File: src/design/rsld_pkg.sv
// Shared types and constants of the run-length sprite line decoder.
package rsld_pkg;

   // Default width of the destination offset counter
   localparam int OFFSET_BITS_DEFAULT = 16;

   // Fixed field widths
   localparam int BYTE_BITS   = 8;
   localparam int OFS_PORT_BITS = 16;
   localparam int RUN_BITS    = 7;
   localparam int LEN_BITS    = 16;

   // Opcodes of the first byte of a line
   localparam logic [BYTE_BITS-1:0] OP_LITERAL  = 8'd0;
   localparam logic [BYTE_BITS-1:0] OP_FILL     = 8'd1;
   localparam logic [BYTE_BITS-1:0] OP_SKIP     = 8'd2;
   localparam logic [BYTE_BITS-1:0] OP_OFFSET   = 8'd3;
   localparam logic [BYTE_BITS-1:0] OP_EMPTY    = 8'd4;
   localparam logic [BYTE_BITS-1:0] OP_SKIP_HDR = 8'd7;
   localparam logic [BYTE_BITS-1:0] OP_OFS_HDR  = 8'd8;

   // Gap byte that terminates an offset-mode line
   localparam logic [BYTE_BITS-1:0] GAP_END = 8'hFF;

   typedef enum logic [3:0] {
      PH_OPCODE,
      PH_COPY,
      PH_IGN1,
      PH_IGN2,
      PH_LEAD,
      PH_COUNT,
      PH_LIT,
      PH_FILL,
      PH_GAP
   } phase_type;

   typedef enum logic [1:0] {
      MODE_LIT,
      MODE_FILL,
      MODE_SKIP,
      MODE_OFS
   } mode_type;

   typedef enum logic [1:0] {
      ST_OK,
      ST_BAD_OPCODE,
      ST_SATURATED
   } status_type;

   typedef struct packed {
      logic [OFS_PORT_BITS-1:0] write_offset;
      logic [RUN_BITS-1:0]      run_length;
      logic [BYTE_BITS-1:0]     pixel_value;
      logic                     line_done;
      status_type               status;
   } result_type;

   // Occupancy of the output buffer
   typedef struct packed {
      logic main_valid;
      logic skid_valid;
   } buf_state_type;

endpackage

File: src/design/rsld_if.sv
// Channel interfaces: encoded byte input, write command output, register write.
interface rsld_req_if;
   logic                          valid;
   logic                          ready;
   logic [rsld_pkg::BYTE_BITS-1:0] stream_byte;

   modport source (output valid, output stream_byte, input ready);
   modport sink   (input valid, input stream_byte, output ready);
endinterface

interface rsld_rsp_if;
   logic                              valid;
   logic                              ready;
   logic [rsld_pkg::OFS_PORT_BITS-1:0] write_offset;
   logic [rsld_pkg::RUN_BITS-1:0]      run_length;
   logic [rsld_pkg::BYTE_BITS-1:0]     pixel_value;
   logic                              line_done;
   logic [1:0]                        status;

   modport source (output valid, output write_offset, output run_length,
                   output pixel_value, output line_done, output status,
                   input ready);
   modport sink   (input valid, input write_offset, input run_length,
                   input pixel_value, input line_done, input status,
                   output ready);
endinterface

interface rsld_csr_if;
   logic                         valid;
   logic                         ready;
   logic [rsld_pkg::LEN_BITS-1:0] data;

   modport source (output valid, output data, input ready);
   modport sink   (input valid, input data, output ready);
endinterface

File: src/design/rsld_decoder.sv
// Line decoder: phase state machine, offset tracking and result formation.
module rsld_decoder #(
   parameter int OFFSET_BITS = rsld_pkg::OFFSET_BITS_DEFAULT
) (
   input  logic                          clock,
   input  logic                          reset,
   input  logic                          take,
   input  logic [rsld_pkg::BYTE_BITS-1:0] stream_byte,
   input  logic [rsld_pkg::LEN_BITS-1:0]  line_len,
   output logic                          res_valid,
   output rsld_pkg::result_type          res
);

   localparam int EXT_BITS = (OFFSET_BITS > rsld_pkg::OFS_PORT_BITS) ?
                             OFFSET_BITS : rsld_pkg::OFS_PORT_BITS;

   rsld_pkg::phase_type              phase_ff, phase_in;
   rsld_pkg::mode_type               mode_ff, mode_in;
   logic [rsld_pkg::LEN_BITS-1:0]    left_ff, left_in;
   logic [OFFSET_BITS-1:0]           dest_ff, dest_in;

   logic [rsld_pkg::BYTE_BITS-1:0]   adv_amt;
   logic [OFFSET_BITS:0]             adv_sum;
   logic                             adv_carry;
   logic [OFFSET_BITS-1:0]           adv_dest;
   logic [rsld_pkg::RUN_BITS-1:0]    run_req;
   logic [OFFSET_BITS:0]             room;
   logic                             clip;
   logic [rsld_pkg::RUN_BITS-1:0]    fill_len;
   logic [rsld_pkg::LEN_BITS-1:0]    left_dec;
   logic [rsld_pkg::LEN_BITS-1:0]    lit_count;
   rsld_pkg::phase_type              after_run;
   logic [OFFSET_BITS-1:0]           ofs_sel;
   logic [EXT_BITS-1:0]              ofs_ext;

   // Shared offset advance with saturation
   assign run_req   = left_ff[rsld_pkg::RUN_BITS-1:0];
   assign adv_amt   = (phase_ff == rsld_pkg::PH_FILL) ?
                      rsld_pkg::BYTE_BITS'(run_req) :
                      ((phase_ff == rsld_pkg::PH_COPY || phase_ff == rsld_pkg::PH_LIT) ?
                       rsld_pkg::BYTE_BITS'(1) : stream_byte);
   assign adv_sum   = {1'b0, dest_ff} + (OFFSET_BITS+1)'(adv_amt);
   assign adv_carry = adv_sum[OFFSET_BITS];
   assign adv_dest  = adv_carry ? '1 : adv_sum[OFFSET_BITS-1:0];

   // Fill clipping against the room left up to the top offset
   assign room      = {1'b0, ~dest_ff} + (OFFSET_BITS+1)'(1);
   assign clip      = (OFFSET_BITS+1)'(run_req) > room;
   assign fill_len  = clip ? room[rsld_pkg::RUN_BITS-1:0] : run_req;

   assign left_dec  = left_ff - rsld_pkg::LEN_BITS'(1);
   // Negative count: two's complement magnitude, 128 for 0x80
   assign lit_count = rsld_pkg::LEN_BITS'(8'(~stream_byte + 8'd1));
   assign after_run = (mode_ff == rsld_pkg::MODE_OFS) ? rsld_pkg::PH_GAP :
                                                        rsld_pkg::PH_COUNT;

   // Next state
   always_comb begin
      phase_in = phase_ff;
      mode_in  = mode_ff;
      left_in  = left_ff;
      dest_in  = dest_ff;
      if (take) begin
         case (phase_ff)
            rsld_pkg::PH_COPY, rsld_pkg::PH_LIT: begin
               dest_in = adv_dest;
               left_in = left_dec;
               if (left_dec == '0) begin
                  phase_in = (phase_ff == rsld_pkg::PH_COPY) ? rsld_pkg::PH_OPCODE :
                                                                after_run;
               end
            end
            rsld_pkg::PH_IGN1: phase_in = rsld_pkg::PH_IGN2;
            rsld_pkg::PH_IGN2: begin
               phase_in = (mode_ff == rsld_pkg::MODE_OFS) ? rsld_pkg::PH_LEAD :
                                                            rsld_pkg::PH_COUNT;
            end
            rsld_pkg::PH_LEAD: begin
               phase_in = rsld_pkg::PH_COUNT;
               dest_in  = adv_dest;
            end
            rsld_pkg::PH_COUNT: begin
               if (stream_byte == '0) begin
                  phase_in = (mode_ff == rsld_pkg::MODE_OFS) ? rsld_pkg::PH_GAP :
                                                               rsld_pkg::PH_OPCODE;
               end else if (stream_byte[rsld_pkg::BYTE_BITS-1]) begin
                  left_in  = lit_count;
                  phase_in = rsld_pkg::PH_LIT;
               end else if (mode_ff == rsld_pkg::MODE_SKIP) begin
                  dest_in = adv_dest;
               end else begin
                  left_in  = rsld_pkg::LEN_BITS'(stream_byte);
                  phase_in = rsld_pkg::PH_FILL;
               end
            end
            rsld_pkg::PH_FILL: begin
               dest_in  = adv_dest;
               left_in  = '0;
               phase_in = after_run;
            end
            rsld_pkg::PH_GAP: begin
               if (stream_byte == rsld_pkg::GAP_END) begin
                  phase_in = rsld_pkg::PH_OPCODE;
               end else begin
                  phase_in = rsld_pkg::PH_COUNT;
                  dest_in  = adv_dest;
               end
            end
            default: begin
               // opcode byte starts a new line at offset zero
               phase_in = rsld_pkg::PH_OPCODE;
               dest_in  = '0;
               left_in  = '0;
               case (stream_byte)
                  rsld_pkg::OP_LITERAL: begin
                     mode_in = rsld_pkg::MODE_LIT;
                     left_in = line_len;
                     if (line_len != '0) begin
                        phase_in = rsld_pkg::PH_COPY;
                     end
                  end
                  rsld_pkg::OP_FILL: begin
                     mode_in  = rsld_pkg::MODE_FILL;
                     phase_in = rsld_pkg::PH_COUNT;
                  end
                  rsld_pkg::OP_SKIP: begin
                     mode_in  = rsld_pkg::MODE_SKIP;
                     phase_in = rsld_pkg::PH_COUNT;
                  end
                  rsld_pkg::OP_OFFSET: begin
                     mode_in  = rsld_pkg::MODE_OFS;
                     phase_in = rsld_pkg::PH_LEAD;
                  end
                  rsld_pkg::OP_EMPTY: mode_in = rsld_pkg::MODE_LIT;
                  rsld_pkg::OP_SKIP_HDR: begin
                     mode_in  = rsld_pkg::MODE_SKIP;
                     phase_in = rsld_pkg::PH_IGN1;
                  end
                  rsld_pkg::OP_OFS_HDR: begin
                     mode_in  = rsld_pkg::MODE_OFS;
                     phase_in = rsld_pkg::PH_IGN1;
                  end
                  default: ;
               endcase
            end
         endcase
      end
   end

   // Result of the current byte
   always_comb begin
      res_valid       = 1'b0;
      ofs_sel         = dest_ff;
      res.run_length  = '0;
      res.pixel_value = '0;
      res.line_done   = 1'b0;
      res.status      = rsld_pkg::ST_OK;
      case (phase_ff)
         rsld_pkg::PH_COPY, rsld_pkg::PH_LIT: begin
            res_valid       = 1'b1;
            res.run_length  = rsld_pkg::RUN_BITS'(1);
            res.pixel_value = stream_byte;
            res.line_done   = (phase_ff == rsld_pkg::PH_COPY) && (left_dec == '0);
            res.status      = adv_carry ? rsld_pkg::ST_SATURATED : rsld_pkg::ST_OK;
         end
         rsld_pkg::PH_IGN1, rsld_pkg::PH_IGN2: ;
         rsld_pkg::PH_LEAD: begin
            if (adv_carry) begin
               res_valid  = 1'b1;
               ofs_sel    = adv_dest;
               res.status = rsld_pkg::ST_SATURATED;
            end
         end
         rsld_pkg::PH_COUNT: begin
            if (stream_byte == '0) begin
               if (mode_ff != rsld_pkg::MODE_OFS) begin
                  res_valid     = 1'b1;
                  res.line_done = 1'b1;
               end
            end else if (!stream_byte[rsld_pkg::BYTE_BITS-1] &&
                         mode_ff == rsld_pkg::MODE_SKIP && adv_carry) begin
               res_valid  = 1'b1;
               ofs_sel    = adv_dest;
               res.status = rsld_pkg::ST_SATURATED;
            end
         end
         rsld_pkg::PH_FILL: begin
            res_valid       = 1'b1;
            res.run_length  = fill_len;
            res.pixel_value = stream_byte;
            res.status      = adv_carry ? rsld_pkg::ST_SATURATED : rsld_pkg::ST_OK;
         end
         rsld_pkg::PH_GAP: begin
            if (stream_byte == rsld_pkg::GAP_END) begin
               res_valid     = 1'b1;
               res.line_done = 1'b1;
            end else if (adv_carry) begin
               res_valid  = 1'b1;
               ofs_sel    = adv_dest;
               res.status = rsld_pkg::ST_SATURATED;
            end
         end
         default: begin
            ofs_sel = '0;
            case (stream_byte)
               rsld_pkg::OP_LITERAL: begin
                  if (line_len == '0) begin
                     res_valid     = 1'b1;
                     res.line_done = 1'b1;
                  end
               end
               rsld_pkg::OP_EMPTY: begin
                  res_valid     = 1'b1;
                  res.line_done = 1'b1;
               end
               rsld_pkg::OP_FILL, rsld_pkg::OP_SKIP, rsld_pkg::OP_OFFSET,
               rsld_pkg::OP_SKIP_HDR, rsld_pkg::OP_OFS_HDR: ;
               default: begin
                  res_valid     = 1'b1;
                  res.line_done = 1'b1;
                  res.status    = rsld_pkg::ST_BAD_OPCODE;
               end
            endcase
         end
      endcase
      res_valid = res_valid & take;

      // Offset shown on the port is the low part of the counter
      ofs_ext          = EXT_BITS'(ofs_sel);
      res.write_offset = ofs_ext[rsld_pkg::OFS_PORT_BITS-1:0];
   end

   always_ff @(posedge clock) begin
      if (reset) begin
         phase_ff <= rsld_pkg::PH_OPCODE;
         mode_ff  <= rsld_pkg::MODE_LIT;
         left_ff  <= '0;
         dest_ff  <= '0;
      end else begin
         phase_ff <= phase_in;
         mode_ff  <= mode_in;
         left_ff  <= left_in;
         dest_ff  <= dest_in;
      end
   end

endmodule

File: src/design/rsld_outbuf.sv
// Two-entry output register with skid stage for write command results.
module rsld_outbuf (
   input  logic                    clock,
   input  logic                    reset,
   input  logic                    push,
   input  rsld_pkg::result_type    push_data,
   output logic                    in_ready,
   output logic                    out_valid,
   input  logic                    out_ready,
   output rsld_pkg::result_type    out_data,
   output rsld_pkg::buf_state_type occ
);

   logic                 main_valid_ff, main_valid_in;
   logic                 skid_valid_ff, skid_valid_in;
   rsld_pkg::result_type main_ff, main_in;
   rsld_pkg::result_type skid_ff, skid_in;
   logic                 pop;

   assign pop       = main_valid_ff & out_ready;
   assign in_ready  = ~skid_valid_ff;
   assign out_valid = main_valid_ff;
   assign out_data  = main_ff;
   assign occ       = '{main_valid: main_valid_ff, skid_valid: skid_valid_ff};

   // Fill main first, spill into skid when main is held
   always_comb begin
      main_valid_in = main_valid_ff;
      skid_valid_in = skid_valid_ff;
      main_in       = main_ff;
      skid_in       = skid_ff;
      if (skid_valid_ff) begin
         if (pop) begin
            main_in       = skid_ff;
            skid_valid_in = 1'b0;
         end
      end else if (push) begin
         if (!main_valid_ff || pop) begin
            main_in       = push_data;
            main_valid_in = 1'b1;
         end else begin
            skid_in       = push_data;
            skid_valid_in = 1'b1;
         end
      end else if (pop) begin
         main_valid_in = 1'b0;
      end
   end

   always_ff @(posedge clock) begin
      if (reset) begin
         main_valid_ff <= 1'b0;
         skid_valid_ff <= 1'b0;
      end else begin
         main_valid_ff <= main_valid_in;
         skid_valid_ff <= skid_valid_in;
      end
   end

   always_ff @(posedge clock) begin
      main_ff <= main_in;
      skid_ff <= skid_in;
   end

endmodule

File: src/design/rle_sprite_line_decoder.sv
// Top level of the run-length sprite line decoder.
//
//   channel   | role   | beat carries
//   ----------+--------+------------------------------------------------------
//   req_bus   | sink   | stream_byte: next encoded byte of the line, opcode first
//   rsp_bus   | source | write_offset, run_length, pixel_value, line_done, status
//   csr_bus   | sink   | data: literal_line_length, always ready
//
// One byte is decoded per cycle while input is not stalled; the phase update and
// a single offset adder sit between the state registers and the output
// register, which holds each result. Reset (synchronous, active high) clears the
// phase, offset, count and the register. A two-entry output buffer keeps input
// open while one result waits; input stalls only when both entries are held.
module rle_sprite_line_decoder #(
   parameter int OFFSET_BITS = rsld_pkg::OFFSET_BITS_DEFAULT
) (
   input  logic             clock,
   input  logic             reset,
   rsld_req_if.sink         req_bus,
   rsld_rsp_if.source       rsp_bus,
   rsld_csr_if.sink         csr_bus
);

   logic [rsld_pkg::LEN_BITS-1:0] line_len_ff;
   logic                          take;
   logic                          res_valid;
   rsld_pkg::result_type          res;
   rsld_pkg::result_type          out_data;
   logic                          in_ready;
   rsld_pkg::buf_state_type       occ;

   // Configuration register
   assign csr_bus.ready = 1'b1;

   always_ff @(posedge clock) begin
      if (reset) begin
         line_len_ff <= '0;
      end else if (csr_bus.valid) begin
         line_len_ff <= csr_bus.data;
      end
   end

   assign req_bus.ready = in_ready;
   assign take          = req_bus.valid & in_ready;

   rsld_decoder #(
      .OFFSET_BITS (OFFSET_BITS)
   ) u_decoder (
      .clock       (clock),
      .reset       (reset),
      .take        (take),
      .stream_byte (req_bus.stream_byte),
      .line_len    (line_len_ff),
      .res_valid   (res_valid),
      .res         (res)
   );

   rsld_outbuf u_outbuf (
      .clock     (clock),
      .reset     (reset),
      .push      (res_valid),
      .push_data (res),
      .in_ready  (in_ready),
      .out_valid (rsp_bus.valid),
      .out_ready (rsp_bus.ready),
      .out_data  (out_data),
      .occ       (occ)
   );

   assign rsp_bus.write_offset = out_data.write_offset;
   assign rsp_bus.run_length   = out_data.run_length;
   assign rsp_bus.pixel_value  = out_data.pixel_value;
   assign rsp_bus.line_done    = out_data.line_done;
   assign rsp_bus.status       = out_data.status;

`ifndef SYNTHESIS
   // Skid entry only fills behind a held main entry
   a_skid_behind_main: assert property (@(posedge clock) disable iff (reset)
      occ.skid_valid |-> occ.main_valid)
      else $error("skid entry valid while main entry empty");

   // Unknown opcode always closes the line without a write
   a_bad_opcode_ends: assert property (@(posedge clock) disable iff (reset)
      (rsp_bus.valid && rsp_bus.status == rsld_pkg::ST_BAD_OPCODE) |->
      (rsp_bus.line_done && rsp_bus.run_length == '0))
      else $error("unknown opcode result malformed");

   // Beats that write nothing carry a zero value
   a_no_write_zero: assert property (@(posedge clock) disable iff (reset)
      (rsp_bus.valid && rsp_bus.run_length == '0) |-> (rsp_bus.pixel_value == '0))
      else $error("empty write carries a pixel value");

   // A full buffer with a stalled output stays full
   a_full_holds: assert property (@(posedge clock) disable iff (reset)
      (occ.skid_valid && !rsp_bus.ready) |=> occ.skid_valid)
      else $error("skid entry lost under stall");
`endif

endmodule

File: src/flat_wrapper.sv
// flat-port wrapper written by rule: the top's interface ports become plain ports
module rle_sprite_line_decoder_flat 
#(
   parameter int OFFSET_BITS = rsld_pkg::OFFSET_BITS_DEFAULT
)
  (clock, reset, req_bus_valid, req_bus_stream_byte, req_bus_ready, rsp_bus_valid, rsp_bus_write_offset, rsp_bus_run_length, rsp_bus_pixel_value, rsp_bus_line_done, rsp_bus_status, rsp_bus_ready, csr_bus_valid, csr_bus_data, csr_bus_ready);
  rsld_req_if req_bus_i ();
  rsld_rsp_if rsp_bus_i ();
  rsld_csr_if csr_bus_i ();
  input  logic clock;
  input  logic reset;
  input wire logic [$bits(req_bus_i.valid)-1:0] req_bus_valid;
  input wire logic [$bits(req_bus_i.stream_byte)-1:0] req_bus_stream_byte;
  output wire logic [$bits(req_bus_i.ready)-1:0] req_bus_ready;
  output wire logic [$bits(rsp_bus_i.valid)-1:0] rsp_bus_valid;
  output wire logic [$bits(rsp_bus_i.write_offset)-1:0] rsp_bus_write_offset;
  output wire logic [$bits(rsp_bus_i.run_length)-1:0] rsp_bus_run_length;
  output wire logic [$bits(rsp_bus_i.pixel_value)-1:0] rsp_bus_pixel_value;
  output wire logic [$bits(rsp_bus_i.line_done)-1:0] rsp_bus_line_done;
  output wire logic [$bits(rsp_bus_i.status)-1:0] rsp_bus_status;
  input wire logic [$bits(rsp_bus_i.ready)-1:0] rsp_bus_ready;
  input wire logic [$bits(csr_bus_i.valid)-1:0] csr_bus_valid;
  input wire logic [$bits(csr_bus_i.data)-1:0] csr_bus_data;
  output wire logic [$bits(csr_bus_i.ready)-1:0] csr_bus_ready;
  assign req_bus_i.valid = req_bus_valid;
  assign req_bus_i.stream_byte = req_bus_stream_byte;
  assign req_bus_ready = req_bus_i.ready;
  assign rsp_bus_valid = rsp_bus_i.valid;
  assign rsp_bus_write_offset = rsp_bus_i.write_offset;
  assign rsp_bus_run_length = rsp_bus_i.run_length;
  assign rsp_bus_pixel_value = rsp_bus_i.pixel_value;
  assign rsp_bus_line_done = rsp_bus_i.line_done;
  assign rsp_bus_status = rsp_bus_i.status;
  assign rsp_bus_i.ready = rsp_bus_ready;
  assign csr_bus_i.valid = csr_bus_valid;
  assign csr_bus_i.data = csr_bus_data;
  assign csr_bus_ready = csr_bus_i.ready;
  rle_sprite_line_decoder #(.OFFSET_BITS(OFFSET_BITS)) u_core (.clock(clock), .reset(reset), .req_bus(req_bus_i), .rsp_bus(rsp_bus_i), .csr_bus(csr_bus_i));
endmodule
File: config.mk
export PLATFORM = sky130hd
export DESIGN_NAME = rle_sprite_line_decoder_flat
export DESIGN_NICKNAME = d
export VERILOG_FILES = /design/src/design/rsld_pkg.sv /design/src/design/rsld_if.sv /design/src/design/rsld_decoder.sv /design/src/design/rsld_outbuf.sv /design/src/design/rle_sprite_line_decoder.sv /design/src/flat_wrapper.sv
export SDC_FILE = /design/constraint.sdc
export NUM_CORES = 1
export LEC_CHECK = 0
export BUFFER_PORTS_ARGS = -buffer_cell sky130_fd_sc_hd__buf_4
export CAP_MARGIN = 5
export CORE_MARGIN = 2
export CORE_UTILIZATION = 43
export CTS_CLUSTER_DIAMETER = 80
export DETAILED_ROUTE_END_ITERATION = 16
export SYNTH_ARGS = -nofsm -noshare
export SYNTH_HDL_FRONTEND = slang
export SYNTH_SLANG_ARGS = --single-unit
File: constraint.sdc
create_clock -name clock -period 16.1 [get_ports clock]
set_input_delay 2.415 -clock clock [delete_from_list [all_inputs] [get_ports clock]]
set_output_delay 2.415 -clock clock [all_outputs]
set_load 0.02 [all_outputs]
==> results of run 1 <==
power by group:
| group | leakage (nW) | total, mW | switching, mW | internal, mW |
|---|---|---|---|---|
| Clock | 0.278 | 0.377 | 0.149 | 0.229 |
| Combinational | 1.81 | 0.305 | 0.182 | 0.123 |
| Sequential | 1.10 | 0.404 | 0.0317 | 0.372 |
| Total | 3.19 | 1.09 | 0.362 | 0.725 |
Yosys cell counts, drive strengths merged, types with 16 or more instances:
cell / n / area (µm²)
inv: 21 / 78.8
o21ai: 32 / 160
mux2i: 19 / 190
mux2: 29 / 327
dfxtp: 56 / 1120
edfxtp: 68 / 2040
ha: 23 / 288
clkbuf: 34 / 188
a21oi: 44 / 220
xnor2: 17 / 149
nor4: 16 / 113
nor2: 81 / 304
nand2: 69 / 259
a211oi: 17 / 128
worst max-delay path: stages:
cell,delay (ns)
buf_4,0.12
inv_1,0.10
a22oi_1,0.19
ha_1,0.23
fa_1,0.24
a21oi_1,0.10
nand4b_1,0.20
a21boi_0,0.26
o311ai_0,0.25
o311ai_0,0.55
nand2_1,0.21
nor3b_2,0.93
buf_4,0.45
area by class of cell:
class	instances	area [µm²]
clock inverters	13	143
repair buffers	71	533
inverters	21	78.8
flip-flops and latches	124	3160
well taps	220	275
clock buffers	19	433
multi-input cells	550	3730
fillers	1513	8170
state kept, by name, indices dropped and copies added (netlist names):
register	flops
u_core.u_decoder.phase_ff	4
u_core.u_outbuf.skid_valid_ff	1
u_core.u_outbuf.out_data	34
u_core.u_decoder.left_ff	16
u_core.u_decoder.mode_ff	2
u_core.u_decoder.dest_ff	16
u_core.u_outbuf.out_valid	1
u_core.line_len_ff	16
u_core.u_outbuf.skid_ff	34
logic make-up (layout without fill, tap and decap cells):
logic type	count (synthesis)	after routing	synth area share (%)
xor gates and xnor gates	29	29	3.52
and+or+nand+nor	256	256	17.7
buffers and inverters	67	124	4.80
muxes	48	48	7.15
DFF	124	124	43.8
adders and majority gates	25	25	4.40
other	1	1	0.0519
AOI/OAI and AO/OA	191	191	18.6
per-layer routing:
| metal | up-vias | share of wire [%] |
|---|---|---|
| met2 | 230 | 47 |
| li1 | 2844 | - |
| met5 | - | 0 |
| met1 | 2889 | 45 |
| met3 | 39 | 6.1 |
| met4 | 0 | 2.4 |
metrics by stage:
stage | cell area [µm²] | instances | setup WS [ns]
floorplan | 7230 | 741 | 8.80
global placement | 7780 | 986 | 9.67
detailed placement | 7780 | 986 | 9.47
CTS | 8360 | 1018 | 9.85
global route | 8360 | 1018 | 9.53
finish | 8360 | 1018 | 9.93
how the worst max path moves through the flow:
stage | cells past startpoint | slack (ns) | endpoint
5_1_grt | 13 | 9.53 | u_core.u_outbuf.skid_ff[17]
3_3_place_gp | 13 | 9.67 | u_core.u_outbuf.skid_ff[17]
6_report | 13 | 9.93 | u_core.u_outbuf.skid_ff[17]
3_5_place_dp | 13 | 9.47 | u_core.u_outbuf.skid_ff[26]
2_1_floorplan | 11 | 8.80 | u_core.u_outbuf.skid_ff[0]
4_1_cts | 13 | 9.85 | u_core.u_outbuf.skid_ff[8]
==> results.toml, run 1 <==
[outcome]
outcome = "complete, no violations"

[cts]
clockBufferDepth = 2
cts_resized = 0
cts_buffers = 17
cts_tree = "yes"
post_cts_buffers = 0
clock_latency_ns = 0.42
cts_root_buf = "clkbuf_16"
htreeDepth = 4
ctsHoldBuffers = 0
cts_sinks = 124
clk_transition_reported_paths_ns = 0.06

[grt]
grt_max_degree = 54
grt_usage_pct = 21.9
grt_pass1_wl_mm = 30.6
overflow = 0
grt_pass1_vias = 5740
met2_usage_pct = 35.7
grt_use_met3_pct = 4.95
met1_usage_pct = 29.0
antenna_found_initial = 0
busiest_layer = "met2"

[critical_path]
rrSetupSlack_ns = 10.32
rr_worst_depth = 12
r2r-end = "u_core.u_outbuf.skid_ff[17]"
start_kind = "primary input"
cp-end-kind = "register"
rr_startpoint = "u_core.u_decoder.phase_ff[0]"
cp.required_ns = 16.19
crit_type = "in2reg"
cp.arrival_ns = 6.26
worstSetupStartpoint = "req_bus_stream_byte[0]"
cp_max_fo = 21

[min_path]
hold_path_depth = 2
min_to = "u_core.u_decoder.mode_ff[0]"
hp-start = "u_core.u_decoder.mode_ff[0]"
holdCritPathClass = "reg2reg"

[power_and_ir_drop]
ir_drop_mv = 0.0856
totalPowerFinal_mw = 1.09
power.leakage_nw = 3.19
power_density_nw_per_um2 = 130

[floorplan]
num_rows = 47
die_area_um2 = 17900
core_um2 = 16500
ios = 66
die_w_um = 134
start_util_pct = 43.7
die_h_um = 134

[yosys]
ys_warn_count = 0
ys_ff_latch = 124
synth-edff-count = 68
synthArstFlopShare_pct = 0
synth_cell_types = 79
syn_inst = 741
seq_area_frac_synth_pct = 43.8
avgSynthCellArea_um2 = 9.75
synth_area_um2 = 7230
synth_flop_cell = "edfxtp_1"
synth_nets = 794

[finish]
fin_nets = 838
n_antenna_cell = 0
layout_common_cells = "81 x nor2_1, 71 x buf_4, 69 x nand2_1"
final_common_cell = "nor2_1"
drive_gt1_share_pct = 20.2
area_growth_pct = 15.7
fin_util_pct = 50.6

[timing]
post-route-period-util_pct = 38.3
tightestPinTransition_ns = 1.12
layout_min_cycle_time_ns = 6.17
finClkSkew_ns = 0.0131
fin_hold_ws_ns = 0.475
max_slew_margin_pct = 24.9
slew_viol_final = 0
final_hold_viol_count = 0
setup_tns_ns = 0
rsz0062_at_grt = "false"
clock.fmax_mhz = 162
finalSetupViolCount = 0

[placed_design]
gp_congestion = 0.940
dp_hpwl_mm = 13.3
portBuffers = 64

[route]
drt_iter0_drc = 670
final_antenna_net_count = 0
wl_mm = 19.1
wl_per_cell_um = 18.8
via_count = 6002
viasPerCell = 5.90
firstDrtPassIters = 7
drcViolationCount = 0

[flow_run]
drv_cap = 0
Power figures use the tool's default switching activity.
==> run 2, diff against run 1 <==
- clock period: 16.1 -> 5 ns (I/O delays scaled with it)
==> run 2 against run 1 <==
Register-to-register slack worse by 9.4 ns. Setup slack worse by 9.0 ns. Largest power group unchanged. Global-route usage up 1.4 points. Combinational power rose to 3.3 times the previous value. Wire length up 6.9%.
==> results.toml, run 2 (synthesized netlist as in run 1, its figures left out) <==
[timing]
max_slew_margin_pct = 20.5
fin_ws_ns = 0.967
final_hold_viol_count = 0
setup_tns_ns = 0
finClkSkew_ns = 0.00915
finalSetupViolCount = 0
post-route-period-util_pct = 80.7
clock.fmax_mhz = 248
tightestPinTransition_ns = 1.19
slew_viol_final = 0
layout_min_cycle_time_ns = 4.03
rsz0062_at_grt = "false"

[floorplan]
die_h_um = 134
ios = 66
core_um2 = 16500
num_rows = 47
start_util_pct = 43.7
die_w_um = 134
die_area_um2 = 17900

[finish]
area_growth_pct = 16.2
final_common_cell = "nor2_1"
n_antenna_cell = 0
layout_common_cells = "81 x nor2_1, 77 x buf_4, 69 x nand2_1"
finalNonFillerCells = 1025
drive_gt1_share_pct = 20.9
fin_nets = 845

[power_and_ir_drop]
power_density_nw_per_um2 = 410
ir_drop_mv = 0.245
power.leakage_nw = 3.21

[placed_design]
portBuffers = 64
dp_hpwl_mm = 14.8
gp_congestion = 0.904
pre_cts_ws_ns = 1.03
dp.cells = 993

[grt]
antenna_found_initial = 0
grt_max_degree = 54
grt_pass1_vias = 5772
grt_pass1_wl_mm = 32.1
grt_usage_pct = 23.4
overflow = 0

[route]
wl_per_cell_um = 19.9
drcViolationCount = 0
drt_iter0_drc = 578
final_antenna_net_count = 0
via_count = 6049
firstDrtPassIters = 5
viasPerCell = 5.90
wl_mm = 20.4

[critical_path]
start_kind = "register"
rr_startpoint = "u_core.u_decoder.phase_ff[2]"
worstSetupStartpoint = "u_core.u_decoder.phase_ff[2]"
critPathTopFamily = "simple AND/OR/NAND/NOR gates"
cp.arrival_ns = 4.15
cp_max_fo = 34
crit_path_max_incr_delay_ns = 0.41
cpMaxStageDelayCell = "o311ai_0"
path_common_cell = "o311ai_0"
cp-end-kind = "register"
crit_type = "reg2reg"
critical_path.cell_chain = "nor2b_1, nand3_1, o22ai_1, fa_1, a21oi_1, nand4b_1, a21boi_0, o311ai_0, buf_4, o311ai_0, nand2_1, nor3b_4, buf_12"
worst-path-buf-inv = 2
cp.required_ns = 5.12

[cts]
cts_tree = "yes"
clock_latency_ns = 0.43
ctsHoldBuffers = 0
clk_transition_reported_paths_ns = 0.06
cts_sinks = 124
htreeDepth = 4
post_cts_buffers = 0
clockBufferDepth = 2
cts_root_buf = "clkbuf_16"
cts_resized = 0
cts_buffers = 17

[outcome]
outcome = "complete, no violations"

[flow_run]
drv_cap = 0

[min_path]
hp-start = "u_core.u_decoder.mode_ff[0]"
holdCritPathClass = "reg2reg"
run 2: metrics by stage:
stage	instance area, µm²	hold slack [ns]	total power [mW]	utilization [%]
3_3_place_gp	7860	0.456	2.31	47.6
6_report	8400	0.473	3.44	50.8
5_1_grt	8400	0.510	3.61	50.8
2_1_floorplan	7240	0.445	2.01	-
4_1_cts	8400	0.475	3.46	50.8
3_5_place_dp	7860	0.467	2.32	47.6
run 2: final cells by class:
class / instances / area, µm²
clock buffer: 18 / 429
clock inverter: 14 / 110
fill: 1560 / 8130
inverter: 21 / 78.8
multi-input combinational: 550 / 3740
sequential: 124 / 3160
tap: 220 / 275
timing repair buffer: 78 / 598
run 2: layer usage:
layer  global-route usage [%]  wire [µm]  up-vias
met1                     32.9       9220     2898
met5                        0          0        -
met2                     36.3       9230      243
met4                     7.62        539        0
met3                     4.57       1430       44
li1                         -          -     2864
run 2: path summary, 6_finish.rpt:
| check | slack, ns | depth (start not counted) | to |
|---|---|---|---|
| max | 0.97 | 13 | u_core.u_outbuf.skid_ff[17] |
| min | 0.47 | 2 | u_core.u_decoder.mode_ff[0] |
| max reg2reg | 0.97 | 13 | u_core.u_outbuf.skid_ff[17] |
| min reg2reg | 0.47 | 2 | u_core.u_decoder.mode_ff[0] |
run 2: worst min-delay path, cell delays in order (launching register included):
cell	delay, ns
dfxtp_1	0.32
nand2_1	0.05
a21oi_1	0.05
run 2: power breakdown:
| part | switching, mW | leakage (nW) | internal (mW) | total, mW |
|---|---|---|---|---|
| combinational | 0.608 | 1.85 | 0.410 | 1.02 |
| clock | 0.487 | 0.257 | 0.642 | 1.13 |
| sequential | 0.0979 | 1.10 | 1.20 | 1.30 |
